### src/rtl/plu_pkg.sv
// shared constants and types for the piecewise linear interpolator
// no dependencies; imported by plu_div, the top level and the checker

package plu_pkg;

    localparam int PLU_TABLE_DEPTH = 64;

    localparam logic OP_LOAD  = 1'b0;
    localparam logic OP_QUERY = 1'b1;

    localparam logic [1:0] STATUS_OK    = 2'd0;
    localparam logic [1:0] STATUS_EMPTY = 2'd1;
    localparam logic [1:0] STATUS_FULL  = 2'd2;

    typedef struct packed {
        logic        start;
        logic [63:0] dividend;
        logic [31:0] divisor;
    } plu_div_req_t;

    typedef struct packed {
        logic        done;
        logic [31:0] quotient;
    } plu_div_rsp_t;

endpackage

### src/rtl/plu_div.sv
// restoring divider, 64-bit dividend by 32-bit divisor, one bit per cycle
// depends on plu_pkg; quotient assumed to fit in 32 bits

module plu_div (
    input  logic                  clk,
    input  logic                  rst_n,
    input  plu_pkg::plu_div_req_t req,
    output plu_pkg::plu_div_rsp_t rsp
);
    import plu_pkg::*;

    logic        busy_reg, busy_next;
    logic        done_reg, done_next;
    logic [5:0]  count_reg, count_next;
    logic [31:0] rem_reg, rem_next;
    logic [63:0] dq_reg, dq_next;
    logic [31:0] dvs_reg, dvs_next;
    logic [32:0] trial;
    logic [32:0] diff;

    always_comb
    begin
        trial      = {rem_reg, dq_reg[63]};
        diff       = trial - {1'b0, dvs_reg};
        busy_next  = busy_reg;
        done_next  = 1'b0;
        count_next = count_reg;
        rem_next   = rem_reg;
        dq_next    = dq_reg;
        dvs_next   = dvs_reg;
        if (req.start)
        begin
            busy_next  = 1'b1;
            count_next = 6'd63;
            rem_next   = '0;
            dq_next    = req.dividend;
            dvs_next   = req.divisor;
        end
        else if (busy_reg)
        begin
            if (!diff[32])
            begin
                rem_next = diff[31:0];
                dq_next  = {dq_reg[62:0], 1'b1};
            end
            else
            begin
                rem_next = trial[31:0];
                dq_next  = {dq_reg[62:0], 1'b0};
            end
            count_next = count_reg - 6'd1;
            if (count_reg == 6'd0)
            begin
                busy_next = 1'b0;
                done_next = 1'b1;
            end
        end
    end

    always_ff @(posedge clk or negedge rst_n)
    begin
        if (!rst_n)
        begin
            busy_reg  <= 1'b0;
            done_reg  <= 1'b0;
            count_reg <= '0;
        end
        else
        begin
            busy_reg  <= busy_next;
            done_reg  <= done_next;
            count_reg <= count_next;
        end
    end

    always_ff @(posedge clk)
    begin
        rem_reg <= rem_next;
        dq_reg  <= dq_next;
        dvs_reg <= dvs_next;
    end

    assign rsp.done     = done_reg;
    assign rsp.quotient = dq_reg[31:0];

endmodule

### config.mk
export PLATFORM = sky130hd
export DESIGN_NAME = plu_div
export DESIGN_NICKNAME = d
export VERILOG_FILES = /design/src/rtl/plu_pkg.sv /design/src/rtl/plu_div.sv
export SDC_FILE = /design/constraint.sdc
export NUM_CORES = 1
export LEC_CHECK = 0
export ABC_AREA = 1
export BUFFER_PORTS_ARGS = -buffer_cell sky130_fd_sc_hd__buf_4
export CORE_MARGIN = 2
export CORE_UTILIZATION = 50
export DETAILED_ROUTE_END_ITERATION = 8
export MAX_ROUTING_LAYER = met4
export PLACE_DENSITY = 0.83
export SETUP_SLACK_MARGIN = 0.15
export SYNTH_ARGS = -nofsm -noshare
export SYNTH_HDL_FRONTEND = slang
export SYNTH_SLANG_ARGS = --single-unit
### constraint.sdc
create_clock -name clk -period 2.7 [get_ports clk]
set_input_delay 0.27 -clock clk [delete_from_list [all_inputs] [get_ports clk]]
set_output_delay 0.27 -clock clk [all_outputs]
set_load 0.02 [all_outputs]
After elaboration in Yosys (flattened, before gate mapping)
Index checks and enable logic that the tools add are counted.
- register bits: 136
- input port bits: 99
- add/subtract/negate cells: 2
- reductions and logical operators: 2
- muxes and demuxes: 12
- operators with widths (operator ; number):
    $mux W64 ; 2
    $sub A33 B32 Y33 ; 1
    $mux W32 ; 1
    $mux W6 ; 2
    $mux W1 ; 7
    $logic_not A6 Y1 ; 1
    $sub A6 B1 Y6 const B ; 1
    $reduce_bool A2 Y1 ; 1

Logic depth before layout (Yosys ltp)
Gate-level depths: netlist of the first run.
- depth after elaboration: 4
- gate-level depth with buffers: 18
- mapped depth without buffers: 17

Worst setup path after synthesis of the first run
OpenSTA, ideal clock, no wires.
- path kind: input-to-reg
- start point: input port req[96] (netlist bit)
- end point: register dq_reg[0] (enable)
- data arrival time: 2.167 ns
- stages on the path: 4
- setup time: 0.418 ns
- buffers on the path: 2
- setup slack: 0.115 ns
- path through: clkbuf_1 > nor2_1 > clkbuf_1 > inv_1
- longest elaborated chain between the ends: 1
- ends and longest elaborated chain (item ; RTL line ; source):
    start: declaration ; plu_div.sv:7 ; input plu_pkg::plu_div_req_t req,
    $reduce_bool A2 Y1 (no source line) ; - ;
    end signal: assignment ; plu_div.sv:79 ; dq_reg <= dq_next;
    end: declaration ; plu_div.sv:16 ; logic [63:0] dq_reg, dq_next;
No other way between the ends.
A chain may end at the register's enable or synchronous reset.

Worst setup path after layout of the first run
- start point: register dvs_reg[18]
- end point: register dq_reg[0] (data pin)
- longest elaborated chain between the ends: 4
- ends and longest elaborated chain (item ; RTL line ; source):
    start: declaration ; plu_div.sv:17 ; logic [31:0] dvs_reg, dvs_next;
    start signal: assignment ; plu_div.sv:80 ; dvs_reg <= dvs_next;
    $sub A33 B32 Y33 ; plu_div.sv:24 ; diff = trial - {1'b0, dvs_reg};
    $mux W1 ; plu_div.sv:41 ; if (!diff[32])
    $mux W64 ; plu_div.sv:39 ; else if (busy_reg)
    $mux W64 ; plu_div.sv:31 ; if (req.start)
    named net dq_next[0] ; plu_div.sv:16 ;
The timed path passes the listed nets, and every way through them passes these cells. The select of a mux whose other input is x is not followed.

==> metrics.md, run 1 <==
| Metric | Value |
|---|---|
| Outcome | completed |
| Initial DRT Pass Iterations | 5 |
| Worst setup path endpoint | dq_reg[0]$_DFFE_PP_ |
| Gate power share | 13.3% |
| Core Box Area | 16600 µm² |
| Yosys reg bits | 136 |
| Ant. Diodes | 0 |
| Sequential area share after synthesis | 43.7% |
| Mapped Area | 8530 µm² |
| Vias in the first global route | 7134 |
| Die Span Y | 135 µm |
| CTS Buf Count | 17 |
| Fin area | 10300 µm² |
| Share of the synthesized area in the top cell type | 33.8% |
| CP Launch Type | flip-flop |
| Xor/xnor share of the synthesized area | 1.54% |
| Top_reg_cell synth | edfxtp_1 |
| Max Fanout on Critical Path | 8 |
| Non-filler instance count after layout | 1549 |
| Min Tclk post-route | 2.43 ns |
| PwrDens | 533 nW/µm² |
| F_max | 412 MHz |
| Area delta synth->final | 21.3% |
| Clk buf depth | 2 |
| Site Rows | 47 |
| Clock-pin slew on the worst setup and hold paths | 0.06 ns |
| Pleak | 5.58 nW |
| Root Buffer | clkbuf_16 |
| Final setup viols | 0 |
| Synth Area in Compound Gates | 2.13% |
| FF+latch area | 3720 µm² |
| Synth warn | 0 |
| Overall Global Routing Usage | 23.4% |
| Initial antenna violation count | 0 |
| # clock sinks | 136 |
| Routed length per instance | 13.4 µm |
| Aggregate routed wire length | 20800 µm |
| Post-synth EDFFs | 96 |
| Routability cong. | 0.949 |
| Fraction of layout instances using a drive strength above 1 | 15.7% |
| Post-route ant nets | 0 |
| Most numerous cell in the Yosys netlist | nand2_1 |
| Ports | 132 |
| Worst vdd ir | 0.498 mV |
| Global-route wire length before repair | 32700 µm |
| Skew-Pair Late Insertion Delay | 0.44 ns |
| RSZ-0062 raised after global routing | false |
| Post-Synth Adder-Cell Area | 5.22% |
| Max-Cap Viols | 0 |
| Setup Crit Path Kind | reg2reg |
| Final Net Count | 1450 |
| H-tree levels | 4 |
| Vias per std cell | 4.87 |
| Sw frac | 27.2% |
| Critical path origin | dvs_reg[18]$_DFFE_PP_ |
| NetSw | 1.50 mW |
| Area occupied by multi-input gates | 3830 µm² |
| Fraction of registers with async set/reset | 5.88% |
| Syn Nets | 1340 |
| R2R depth | 12 |
| Final hold vios | 0 |
| Residual DRC | 0 |
| Largest net degree at the start of global routing | 79 |
| Rel. slew slack | 58.3% |
| Post-synthesis simple-gate area fraction | 33.7% |
| DRT iter0 DRCs | 522 |
| Flop pwr share | 44.5% |
| Slew @ Worst Pin | 0.625 ns |
| Placed cells | 1505 |
| Die boundary width | 135 µm |
| Synth Instances | 1206 |
| Die area | 18100 µm² |
| Final slew viol count | 0 |
| Period utilization | 89.8% |
| CTS tree | done |
| Largest family of logic cells by synthesized area | simple AND/OR/NAND/NOR gates |
| Mux contribution to synthesized area | 0% |
| Worst EP required | 2.87 ns |
| Max reg flops | 64 |
| Routed vias | 7542 |
| Hold crit path type | in2reg |
| Setup TNS | 0 ns |
| Synth area leaders | edfxtp_1 (34%), nand2_1 (25%), inv_1 (8.9%) |
| Launch point of the worst reg-to-reg path | dvs_reg[18]$_DFFE_PP_ |
| FILL cells | 1488 |
| Layout Skew | 0.0156 ns |
| Grt ovf | 0 |
| Placed cell area | 9490 µm² |
| R2r endpoint | dq_reg[0]$_DFFE_PP_ |
| Cell taking the most area after synthesis | edfxtp_1 |
| Crit. End Element | flip-flop |
| Postcts setup bufs | 0 |
| Post-synth cell types | 34 |
| Initial Utilization | 51.2% |
| Arr. time, crit path | 2.60 ns |
| Cell internal pwr | 4.01 mW |
| Placed wire-length estimate | 14300 µm |
| I/O Buffers | 131 |
| Clk pwr share | 42.2% |
| Syn_area_per_cell | 7.07 µm² |
| Most instantiated cells after synthesis | nand2_1 (569), inv_1 (202), edfxtp_1 (96) |
| FF-to-FF setup slack | 0.27 ns |
-- critical path, cell delays in order, from the launching register on --
cell and delay [ns]:
edfxtp_1 0.37, inv_1 0.06, ha_1 0.26, nand2_1 0.19, inv_2 0.04, nand2_1 0.06, nand2_1 0.09, nand2_1 0.07
nand2_1 0.10, a21oi_4 0.30, nand3_4 0.31, nand2_8 0.24, o21ai_1 0.07
-- per-layer routing --
layer,part of all wire [%],track usage [%],vias to the layer above
met5,0,-,-
met4,2.1,6.67,0
met3,6.6,5.82,32
met2,47,37.5,248
met1,44,29.6,3407
li1,-,-,3855
-- power by group through the flow --
stage               registers [mW]  logic (mW)  clock network [mW]
floorplan                     2.47       0.491                   0
global placement              2.49       0.708                   0
detailed placement            2.49       0.719                   0
CTS                           2.45       0.727                2.36
global route                  2.47       0.817                2.46
finish                        2.45       0.734                2.32
-- stage by stage --
| stage | hold WS, ns | util (%) | worst slack, ns | total power [mW] |
|---|---|---|---|---|
| floorplan | -0.0256 | - | 0.219 | 2.96 |
| global placement | 0.0939 | 57.0 | 0.283 | 3.20 |
| detailed placement | 0.0929 | 57.0 | 0.184 | 3.21 |
| CTS | 0.0000714 | 60.8 | 0.217 | 5.54 |
| global route | 0.000244 | 62.1 | 0.128 | 5.74 |
| finish | 0.0155 | 62.1 | 0.275 | 5.51 |
-- worst min-delay path by stage --
stage	startpoint	to	slack, ns	depth (start not counted)
final	req[23]	dvs_reg[23]$_DFFE_PP_	0.02	1
after global placement	rst_n	done_reg$_DFF_PN0_	0.09	1
after detailed placement	rst_n	done_reg$_DFF_PN0_	0.09	1
after CTS	req[7]	dvs_reg[7]$_DFFE_PP_	0.00007	1
after global routing	req[25]	dvs_reg[25]$_DFFE_PP_	0.0002	1
after floorplan	rst_n	busy_reg$_DFF_PN0_	-0.03	0
-- area by class of cell --
class / count / share of cell area [%]
Clock buffer: 18 / 4.15
Clock inverter: 14 / 1.49
Inverter: 214 / 7.81
Multi-Input combinational cell: 804 / 37.1
Sequential cell: 136 / 36.0
Tap cell: 220 / 2.66
Timing Repair Buffer: 143 / 10.8
-- logic make-up after synthesis --
group / count (synthesis)
buf+inv: 272
xor+xnor: 15
simple gates: 714
flops: 136
compound gates: 34
fa+ha+maj: 35
-- repair_timing --
item,CTS,global route
pin swaps,0,4
hold buffers,3,3
cloned,0,6
endpoints found under the hold margin,10,3
gates resized for setup,2,18
setup endpoints to repair,4,33
-- placed cells by master, fill, tap and decap left out, types with 4 or more instances in the layout --
cell           count
a21oi_1           21
and2_1             5
buf_4            135
clkbuf_16         17
dfrtp_1            8
dfxtp_1           32
dlygate4sd3_1      6
edfxtp_1          96
ha_1              34
inv_1            201
inv_2             10
inv_6              4
inv_8              5
nand2_1          566
nand2_2            5
nand2_8           10
nand3_1           58
nand4_1            5
nor2_1            47
nor2_2             7
nor3_1            10
o21ai_1            6
xnor2_1           12
No activity file was read; power rests on OpenSTA's default activity.
==> run 2: changes to the inputs <==
--- a/config.mk
+++ b/config.mk
@@ -8,10 +8,10 @@
 export ABC_AREA = 1
 export BUFFER_PORTS_ARGS = -buffer_cell sky130_fd_sc_hd__buf_4
 export CORE_MARGIN = 2
-export CORE_UTILIZATION = 50
+export CORE_UTILIZATION = 45
 export DETAILED_ROUTE_END_ITERATION = 8
 export MAX_ROUTING_LAYER = met4
-export PLACE_DENSITY = 0.83
+export PLACE_DENSITY = 0.77
 export SETUP_SLACK_MARGIN = 0.15
 export SYNTH_ARGS = -nofsm -noshare
 export SYNTH_HDL_FRONTEND = slang
==> run 2 against run 1 <==
Effect of this change:
- via count grew 0.19%
- critical path type unchanged
- fmax shrank 2.1%
- final cell count grew 1.5%
- non-clock buffer count grew 10
- clock skew shrank 0.0060 ns
- utilization shrank 6.0 points
- clock power grew 5%
- critical endpoint is now rem_reg[9]$_SDFFE_PP0P_
- die area grew 11%
==> metrics.md, run 2 (same netlist as run 1, synthesis figures left out) <==
| Metric | Value |
|---|---|
| Fin worst setup slack | 0.224 ns (was 0.275 ns) |
| Final Net Count | 1460 (was 1450) |
| Outcome | completed (unchanged) |
| PwrDens | 539 nW/µm² (was 533 nW/µm²) |
| H-tree levels | 4 (unchanged) |
| Residual DRC | 0 (unchanged) |
| Layout Skew | 0.00968 ns (was 0.0156 ns) |
| Hold crit path type | in2reg (unchanged) |
| Slew @ Worst Pin | 0.717 ns (was 0.625 ns) |
| Vias per std cell | 4.80 (was 4.87) |
| Initial antenna violation count | 0 (unchanged) |
| Placed cells | 1521 (was 1505) |
| Post-layout util | 56.1% (was 62.1%) |
| Crit-path most repeated cell | nand2_1 (unchanged) |
| CP Launch Type | flip-flop (unchanged) |
| CTS Buf Count | 17 (unchanged) |
| Max Fanout on Critical Path | 8 (unchanged) |
| Slowest-stage cell, CP | edfxtp_1 (unchanged) |
| Worst EP required | 3.02 ns (was 2.87 ns) |
| Ports | 132 (unchanged) |
| Clock-pin slew on the worst setup and hold paths | 0.07 ns (was 0.06 ns) |
| Placed cell area | 9510 µm² (was 9490 µm²) |
| Sw frac | 25.9% (was 27.2%) |
| Global-route wire length before repair | 33600 µm (was 32700 µm) |
| Pleak | 5.63 nW (was 5.58 nW) |
| Post-route ant nets | 0 (unchanged) |
| FF-to-FF setup slack | 0.22 ns (was 0.27 ns) |
| Ant. Diodes | 0 (unchanged) |
| Grt ovf | 0 (unchanged) |
| Die Span Y | 142 µm (was 135 µm) |
| DRT iter0 DRCs | 436 (was 522) |
| Die area | 20100 µm² (was 18100 µm²) |
| # clock sinks | 136 (unchanged) |
| Clk buf depth | 2 (unchanged) |
| Vias in the first global route | 7041 (was 7134) |
| NetSw | 1.46 mW (was 1.50 mW) |
| Final setup viols | 0 (unchanged) |
| Overall Global Routing Usage | 21.5% (was 23.4%) |
| Root Buffer | clkbuf_16 (unchanged) |
| Max-Cap Viols | 0 (unchanged) |
| Gate power share | 13.1% (was 13.3%) |
| Post-Place Worst Slack | 0.130 ns (was 0.184 ns) |
| Worst vdd ir | 0.411 mV (was 0.498 mV) |
| Site Rows | 50 (was 47) |
| Routed vias | 7556 (was 7542) |
| Aggregate routed wire length | 21700 µm (was 20800 µm) |
| Fin area | 10500 µm² (was 10300 µm²) |
| Final hold vios | 0 (unchanged) |
| Initial DRT Pass Iterations | 5 (unchanged) |
| Hold Slack | 0.0175 ns (was 0.0155 ns) |
| Die boundary width | 142 µm (was 135 µm) |
| Core Box Area | 18600 µm² (was 16600 µm²) |
| Crit. End Element | flip-flop (unchanged) |
| Placed wire-length estimate | 14700 µm (was 14300 µm) |
| Most frequent cells in the layout | nand2_1 (567), inv_1 (201), buf_4 (141) (was nand2_1 (566), inv_1 (201), buf_4 (135)) |
| I/O Buffers | 131 (unchanged) |
| Setup TNS | 0 ns (unchanged) |
| Period utilization | 91.7% (was 89.8%) |
| Max reg flops | 64 (unchanged) |
| Fraction of layout instances using a drive strength above 1 | 15.9% (was 15.7%) |
| F_max | 404 MHz (was 412 MHz) |
| Rel. slew slack | 52.1% (was 58.3%) |
| Arr. time, crit path | 2.80 ns (was 2.60 ns) |
| Non-filler instance count after layout | 1573 (was 1549) |
| Commonest non-fill, non-tap cell in the layout | nand2_1 (unchanged) |
| Routability cong. | 0.934 (was 0.949) |
| Worst-path cell chain | ha_1 > fa_2 > inv_1 > nand2_1 > nand2_1 > nand3_1 > nand2_2 > nand2_1 > nand2_2 > nand2_4 > nand2_8 > nand2_8 > nand2_4 > nand2_1 > nand3_1 > nand2_1 (was inv_1 > ha_1 > nand2_1 > inv_2 > nand2_1 > nand2_1 > nand2_1 > nand2_1 > a21oi_4 > nand3_4 > nand2_8 > o21ai_1) |
| FILL cells | 1768 (was 1488) |
| Flop pwr share | 43.5% (was 44.5%) |
| RSZ-0062 raised after global routing | true (was false) |
| Setup Crit Path Kind | reg2reg (unchanged) |
| Routed length per instance | 13.8 µm (was 13.4 µm) |
| CTS tree | done (unchanged) |
| Skew-Pair Late Insertion Delay | 0.43 ns (was 0.44 ns) |
| Largest net degree at the start of global routing | 68 (was 79) |
| Area delta synth->final | 22.7% (was 21.3%) |
| Min Tclk post-route | 2.48 ns (was 2.43 ns) |
| Clk pwr share | 43.4% (was 42.2%) |
| CP peak stage delay | 0.38 ns (was 0.37 ns) |
| Final total power | 5.63 mW (was 5.51 mW) |
| Cell internal pwr | 4.17 mW (was 4.01 mW) |
| Final slew viol count | 0 (unchanged) |
| Initial Utilization | 45.7% (was 51.2%) |
run 2: timing repair:
action	CTS	global route
hold endpoints to repair	9	8
gates resized for setup	2	16
pin swaps	0	7
hold buffers	2	8
cloned	0	6
setup buffers	0	4
endpoints found under the setup margin	30	33
run 2: final timing paths:
kind / from / to / cells past startpoint
min in group asynchronous: rst_n / done_reg$_DFF_PN0_ / 2
min reg2reg: rem_reg[4]$_SDFFE_PP0P_ / rem_reg[4]$_SDFFE_PP0P_ / 2
max in group asynchronous: rst_n / count_reg[5]$_DFFE_PN0P_ / 2
max: dvs_reg[0]$_DFFE_PP_ / rem_reg[9]$_SDFFE_PP0P_ / 16
min: req[8] / dvs_reg[8]$_DFFE_PP_ / 1
max reg2reg: dvs_reg[0]$_DFFE_PP_ / rem_reg[9]$_SDFFE_PP0P_ / 16
run 2: routing by layer:
layer	vias to the layer above	part of all wire, %	GRT usage, %
li1	3882	-	-
met1	3439	46	28.1
met2	206	47	34.0
met3	29	5.5	5.10
met4	0	1.6	5.63
met5	-	0	-
run 2: worst max-delay path, delay by kind of cell (launching register included):
family	cells	cell delay, ns
buf+inv	1	0.08
simple gates	13	1.28
fa+ha+maj	2	0.60
flops	1	0.38
run 2: power by group through the flow:
stage	Sequential [mW]	Clock [mW]	Combinational [mW]
after detailed placement	2.49	0	0.722
after CTS	2.45	2.49	0.728
after global routing	2.47	2.58	0.826
final	2.45	2.44	0.739
after floorplan	2.47	0	0.491
after global placement	2.49	0	0.711
run 2: final cells by class:
class / instances / area, µm² / share of cell area (%)
clock buffer: 17 / 425 / 4.07
sequential: 136 / 3720 / 35.6
inverter: 214 / 807 / 7.72
timing repair buffer: 153 / 1200 / 11.5
clock inverter: 15 / 186 / 1.78
multi-input combinational: 804 / 3820 / 36.6
tap: 234 / 293 / 2.80
==> run 3: changes to the inputs <==
--- a/config.mk
+++ b/config.mk
@@ -5,7 +5,7 @@
 export SDC_FILE = /design/constraint.sdc
 export NUM_CORES = 1
 export LEC_CHECK = 0
-export ABC_AREA = 1
+export ABC_AREA = 0
 export BUFFER_PORTS_ARGS = -buffer_cell sky130_fd_sc_hd__buf_4
 export CORE_MARGIN = 2
 export CORE_UTILIZATION = 45
==> run 3 against run 2 <==
Effect of this change:
- the run now ends with setup timing left
- clock-buffer cell count increased by 2
- flip-flop and latch count unchanged
- via count decreased by 24%
- design area decreased by 4.6%
- critical path depth decreased by 3
- first-iteration DRC count decreased by 11%
- clock skew about the same
- non-clock buffer count increased by 68
- area after synthesis decreased by 9.8%
- highest routed layer unchanged
==> metrics.md, run 3 <==
| Metric | Value |
|---|---|
| Routability cong. | 0.900 (was 0.934) |
| CTS tree | done (unchanged) |
| Flop pwr share | 31.8% (was 43.5%) |
| Clk buf depth | 2 (unchanged) |
| Clock-pin slew on the worst setup and hold paths | 0.06 ns (was 0.07 ns) |
| Rel. slew slack | 57.8% (was 52.1%) |
| Final hold vios | 0 (unchanged) |
| Overall Global Routing Usage | 19.7% (was 21.5%) |
| Gate power share | 43.5% (was 13.1%) |
| Clk pwr share | 24.6% (was 43.4%) |
| Failing checks | setup timing |
| I/O Buffers | 131 (unchanged) |
| Cell internal pwr | 5.88 mW (was 4.17 mW) |
| Synth Instances | 696 (was 1206) |
| Most frequent cells in the layout | buf_4 (213), edfxtp_1 (96), mux2_2 (63) (was nand2_1 (567), inv_1 (201), buf_4 (141)) |
| Placed wire-length estimate | 12300 µm (was 14700 µm) |
| Area occupied by multi-input gates | 3530 µm² (was 3820 µm²) |
| Slew @ Worst Pin | 0.627 ns (was 0.717 ns) |
| PwrDens | 893 nW/µm² (was 539 nW/µm²) |
| Synth area leaders | edfxtp_1 (37%), mux2_2 (9.2%), dfxtp_1 (8.3%) (was edfxtp_1 (34%), nand2_1 (25%), inv_1 (8.9%)) |
| Worst EP required | 2.96 ns (was 3.02 ns) |
| Aggregate routed wire length | 17100 µm (was 21700 µm) |
| FILL cells | 1386 (was 1768) |
| Final slew viol count | 0 (unchanged) |
| Hold EP | dvs_reg[23]$_DFFE_PP_ (was dvs_reg[8]$_DFFE_PP_) |
| Worst Hold Depth | 1 (unchanged) |
| Vias per std cell | 5.23 (was 4.80) |
| # clock sinks | 136 (unchanged) |
| Initial antenna violation count | 0 (unchanged) |
| NetSw | 3.02 mW (was 1.46 mW) |
| Grt ovf | 0 (unchanged) |
| Layout Skew | 0.00968 ns (about the same) |
| Most instantiated cells after synthesis | edfxtp_1 (96), mux2_2 (63), nand2_1 (47), nor2_1 (47), inv_1 (43) (was nand2_1 (569), inv_1 (202), edfxtp_1 (96)) |
| CTS Buf Count | 17 (unchanged) |
| Site Rows | 47 (was 50) |
| H-tree levels | 4 (unchanged) |
| Hold crit path type | in2reg (unchanged) |
| Post-route ant nets | 0 (unchanged) |
| Syn_area_per_cell | 11.1 µm² (was 7.07 µm²) |
| R2r endpoint | rem_reg[22]$_SDFFE_PP0P_ (was rem_reg[9]$_SDFFE_PP0P_) |
| Die boundary width | 135 µm (was 142 µm) |
| Pleak | 4.33 nW (was 5.63 nW) |
| Post-synth cell types | 74 (was 34) |
| Die Span Y | 135 µm (was 142 µm) |
| Ports | 132 (unchanged) |
| CP Launch Type | flip-flop (unchanged) |
| Setup Crit Path Kind | reg2reg (unchanged) |
| Most numerous cell in the Yosys netlist | edfxtp_1 (was nand2_1) |
| Sequential area share after synthesis | 48.4% (was 43.7%) |
| Arr. time, crit path | 3.15 ns (was 2.80 ns) |
| F_max | 347 MHz (was 404 MHz) |
| Non-filler instance count after layout | 1105 (was 1573) |
| Cell taking the most area after synthesis | edfxtp_1 (unchanged) |
| Setup TNS | -3.87 ns (was 0 ns) |
| Syn Nets | 830 (was 1340) |
| Post-Place Worst Slack | -0.416 ns (was 0.130 ns) |
| Share of the synthesized area in the top cell type | 37.5% (was 33.8%) |
| Die area | 18200 µm² (was 20100 µm²) |
| Initial Utilization | 46.2% (was 45.7%) |
| Root Buffer | clkbuf_16 (unchanged) |
| Worst vdd ir | 0.576 mV (was 0.411 mV) |
| R2R depth | 13 (was 16) |
| Fin worst setup slack | -0.182 ns (was 0.224 ns) |
| Yosys reg bits | 136 (unchanged) |
| Initial DRT Pass Iterations | 5 (unchanged) |
| Top_reg_cell synth | edfxtp_1 (unchanged) |
| Hold Slack | 0.0210 ns (was 0.0175 ns) |
| Hold wc startpoint | req[23] (was req[8]) |
| Core Box Area | 16600 µm² (was 18600 µm²) |
| DRT iter0 DRCs | 389 (was 436) |
| Max Fanout on Critical Path | 17 (was 8) |
| Post-synth EDFFs | 96 (unchanged) |
| Final setup viols | 32 (was 0) |
| Post-layout util | 59.9% (was 56.1%) |
| Routed vias | 5774 (was 7556) |
| Fraction of layout instances using a drive strength above 1 | 39.3% (was 15.9%) |
| Final Net Count | 1006 (was 1460) |
| Min Tclk post-route | 2.88 ns (was 2.48 ns) |
| RSZ-0062 raised after global routing | true (unchanged) |
| Outcome | complete, but fails checks (was completed) |
| FF+latch area | 3720 µm² (about the same) |
| Crit. End Element | flip-flop (unchanged) |
| Global-route wire length before repair | 27300 µm (was 33600 µm) |
| Skew-Pair Late Insertion Delay | 0.42 ns (was 0.43 ns) |
| Launch point of the worst reg-to-reg path | dvs_reg[0]$_DFFE_PP_ (unchanged) |
| Period utilization | 107% (was 91.7%) |
| Area delta synth->final | 29.7% (was 22.7%) |
| Mapped Area | 7690 µm² (was 8530 µm²) |
| Max-Cap Viols | 0 (unchanged) |
| Synth warn | 0 (unchanged) |
| Ant. Diodes | 0 (unchanged) |
| Max reg flops | 64 (unchanged) |
| Residual DRC | 0 (unchanged) |
| Vias in the first global route | 5595 (was 7041) |
| FF-to-FF setup slack | -0.18 ns (was 0.22 ns) |
| Commonest non-fill, non-tap cell in the layout | buf_4 (was nand2_1) |
| Fraction of registers with async set/reset | 5.88% (unchanged) |
| Sw frac | 34.0% (was 25.9%) |
| Largest net degree at the start of global routing | 65 (was 68) |
| Placed cells | 1062 (was 1521) |
| Routed length per instance | 15.5 µm (was 13.8 µm) |
==> run 3: worst max-delay path by stage <==
stage	start	endpoint	depth (start not counted)
after floorplan	dvs_reg[0]$_DFFE_PP_	rem_reg[16]$_SDFFE_PP0P_	13
after global placement	dvs_reg[0]$_DFFE_PP_	rem_reg[19]$_SDFFE_PP0P_	12
after detailed placement	dq_reg[63]$_DFFE_PP_	rem_reg[7]$_SDFFE_PP0P_	13
after CTS	dq_reg[63]$_DFFE_PP_	rem_reg[15]$_SDFFE_PP0P_	13
after global routing	dvs_reg[0]$_DFFE_PP_	rem_reg[15]$_SDFFE_PP0P_	12
final	dvs_reg[0]$_DFFE_PP_	rem_reg[22]$_SDFFE_PP0P_	13
==> run 3: power groups by stage <==
| stage | clock (mW) | sequential [mW] | combinational [mW] |
|---|---|---|---|
| after floorplan | 0 | 2.79 | 2.51 |
| after global placement | 0 | 2.86 | 3.53 |
| after detailed placement | 0 | 2.87 | 3.60 |
| after CTS | 2.25 | 2.83 | 3.84 |
| after global routing | 2.33 | 2.87 | 4.26 |
| final | 2.20 | 2.83 | 3.88 |
==> run 3: repair_timing <==
item	4_1_cts	5_1_grt
setup buffers	7	3
endpoints found under the hold margin	8	0
resized for setup	15	2
hold buffers	1	0
setup endpoints to repair	33	33
pin swaps	8	1
==> run 3: cell families (layout without fill, tap and decap cells) <==
| kind of cell | after synthesis | after routing | share of synthesized area (%) |
|---|---|---|---|
| AO/OA/AOI/OAI | 138 | 138 | 12.5 |
| XOR/XNOR | 31 | 31 | 3.53 |
| adder cells (fa/ha/maj) | 35 | 35 | 5.79 |
| buffers and inverters | 107 | 296 | 7.08 |
| flip-flops | 136 | 136 | 48.4 |
| multiplexers | 79 | 79 | 11.3 |
| AND/OR/NAND/NOR | 170 | 170 | 11.4 |
==> run 3: worst max-delay path, stage by stage, from the launching register on <==
cell	delay [ns]
edfxtp_1	0.37
ha_2	0.21
fa_2	0.36
nor2b_4	0.15
o31ai_4	0.08
a211oi_2	0.26
o21ai_2	0.13
a31oi_4	0.19
a21oi_2	0.09
or3b_4	0.42
buf_12	0.17
buf_4	0.14
nand2_1	0.06
a311oi_1	0.08
==> run 3: area by class of cell <==
cell class / instances / share of cell area (%)
inverter: 43 / 1.66
tap: 220 / 2.76
sequential: 136 / 37.3
multi-input combinational: 453 / 35.4
clock inverter: 13 / 1.24
clock buffer: 19 / 4.34
timing repair buffer: 221 / 17.3
==> run 3: metrics by stage <==
step                      cell area (µm²)  power, mW
after global routing                 9980       9.45
after detailed placement             9260       6.47
after global placement               9260       6.39
after floorplan                      7750       5.30
after CTS                            9950       8.92
final                                9980       8.91
==> run 3: per-layer routing <==
layer  global-route usage (%)  share of wire, %
met1                     25.2                45
met3                     3.42               3.7
met2                     31.7                50
met4                     6.73               1.4
met5                        -                 0
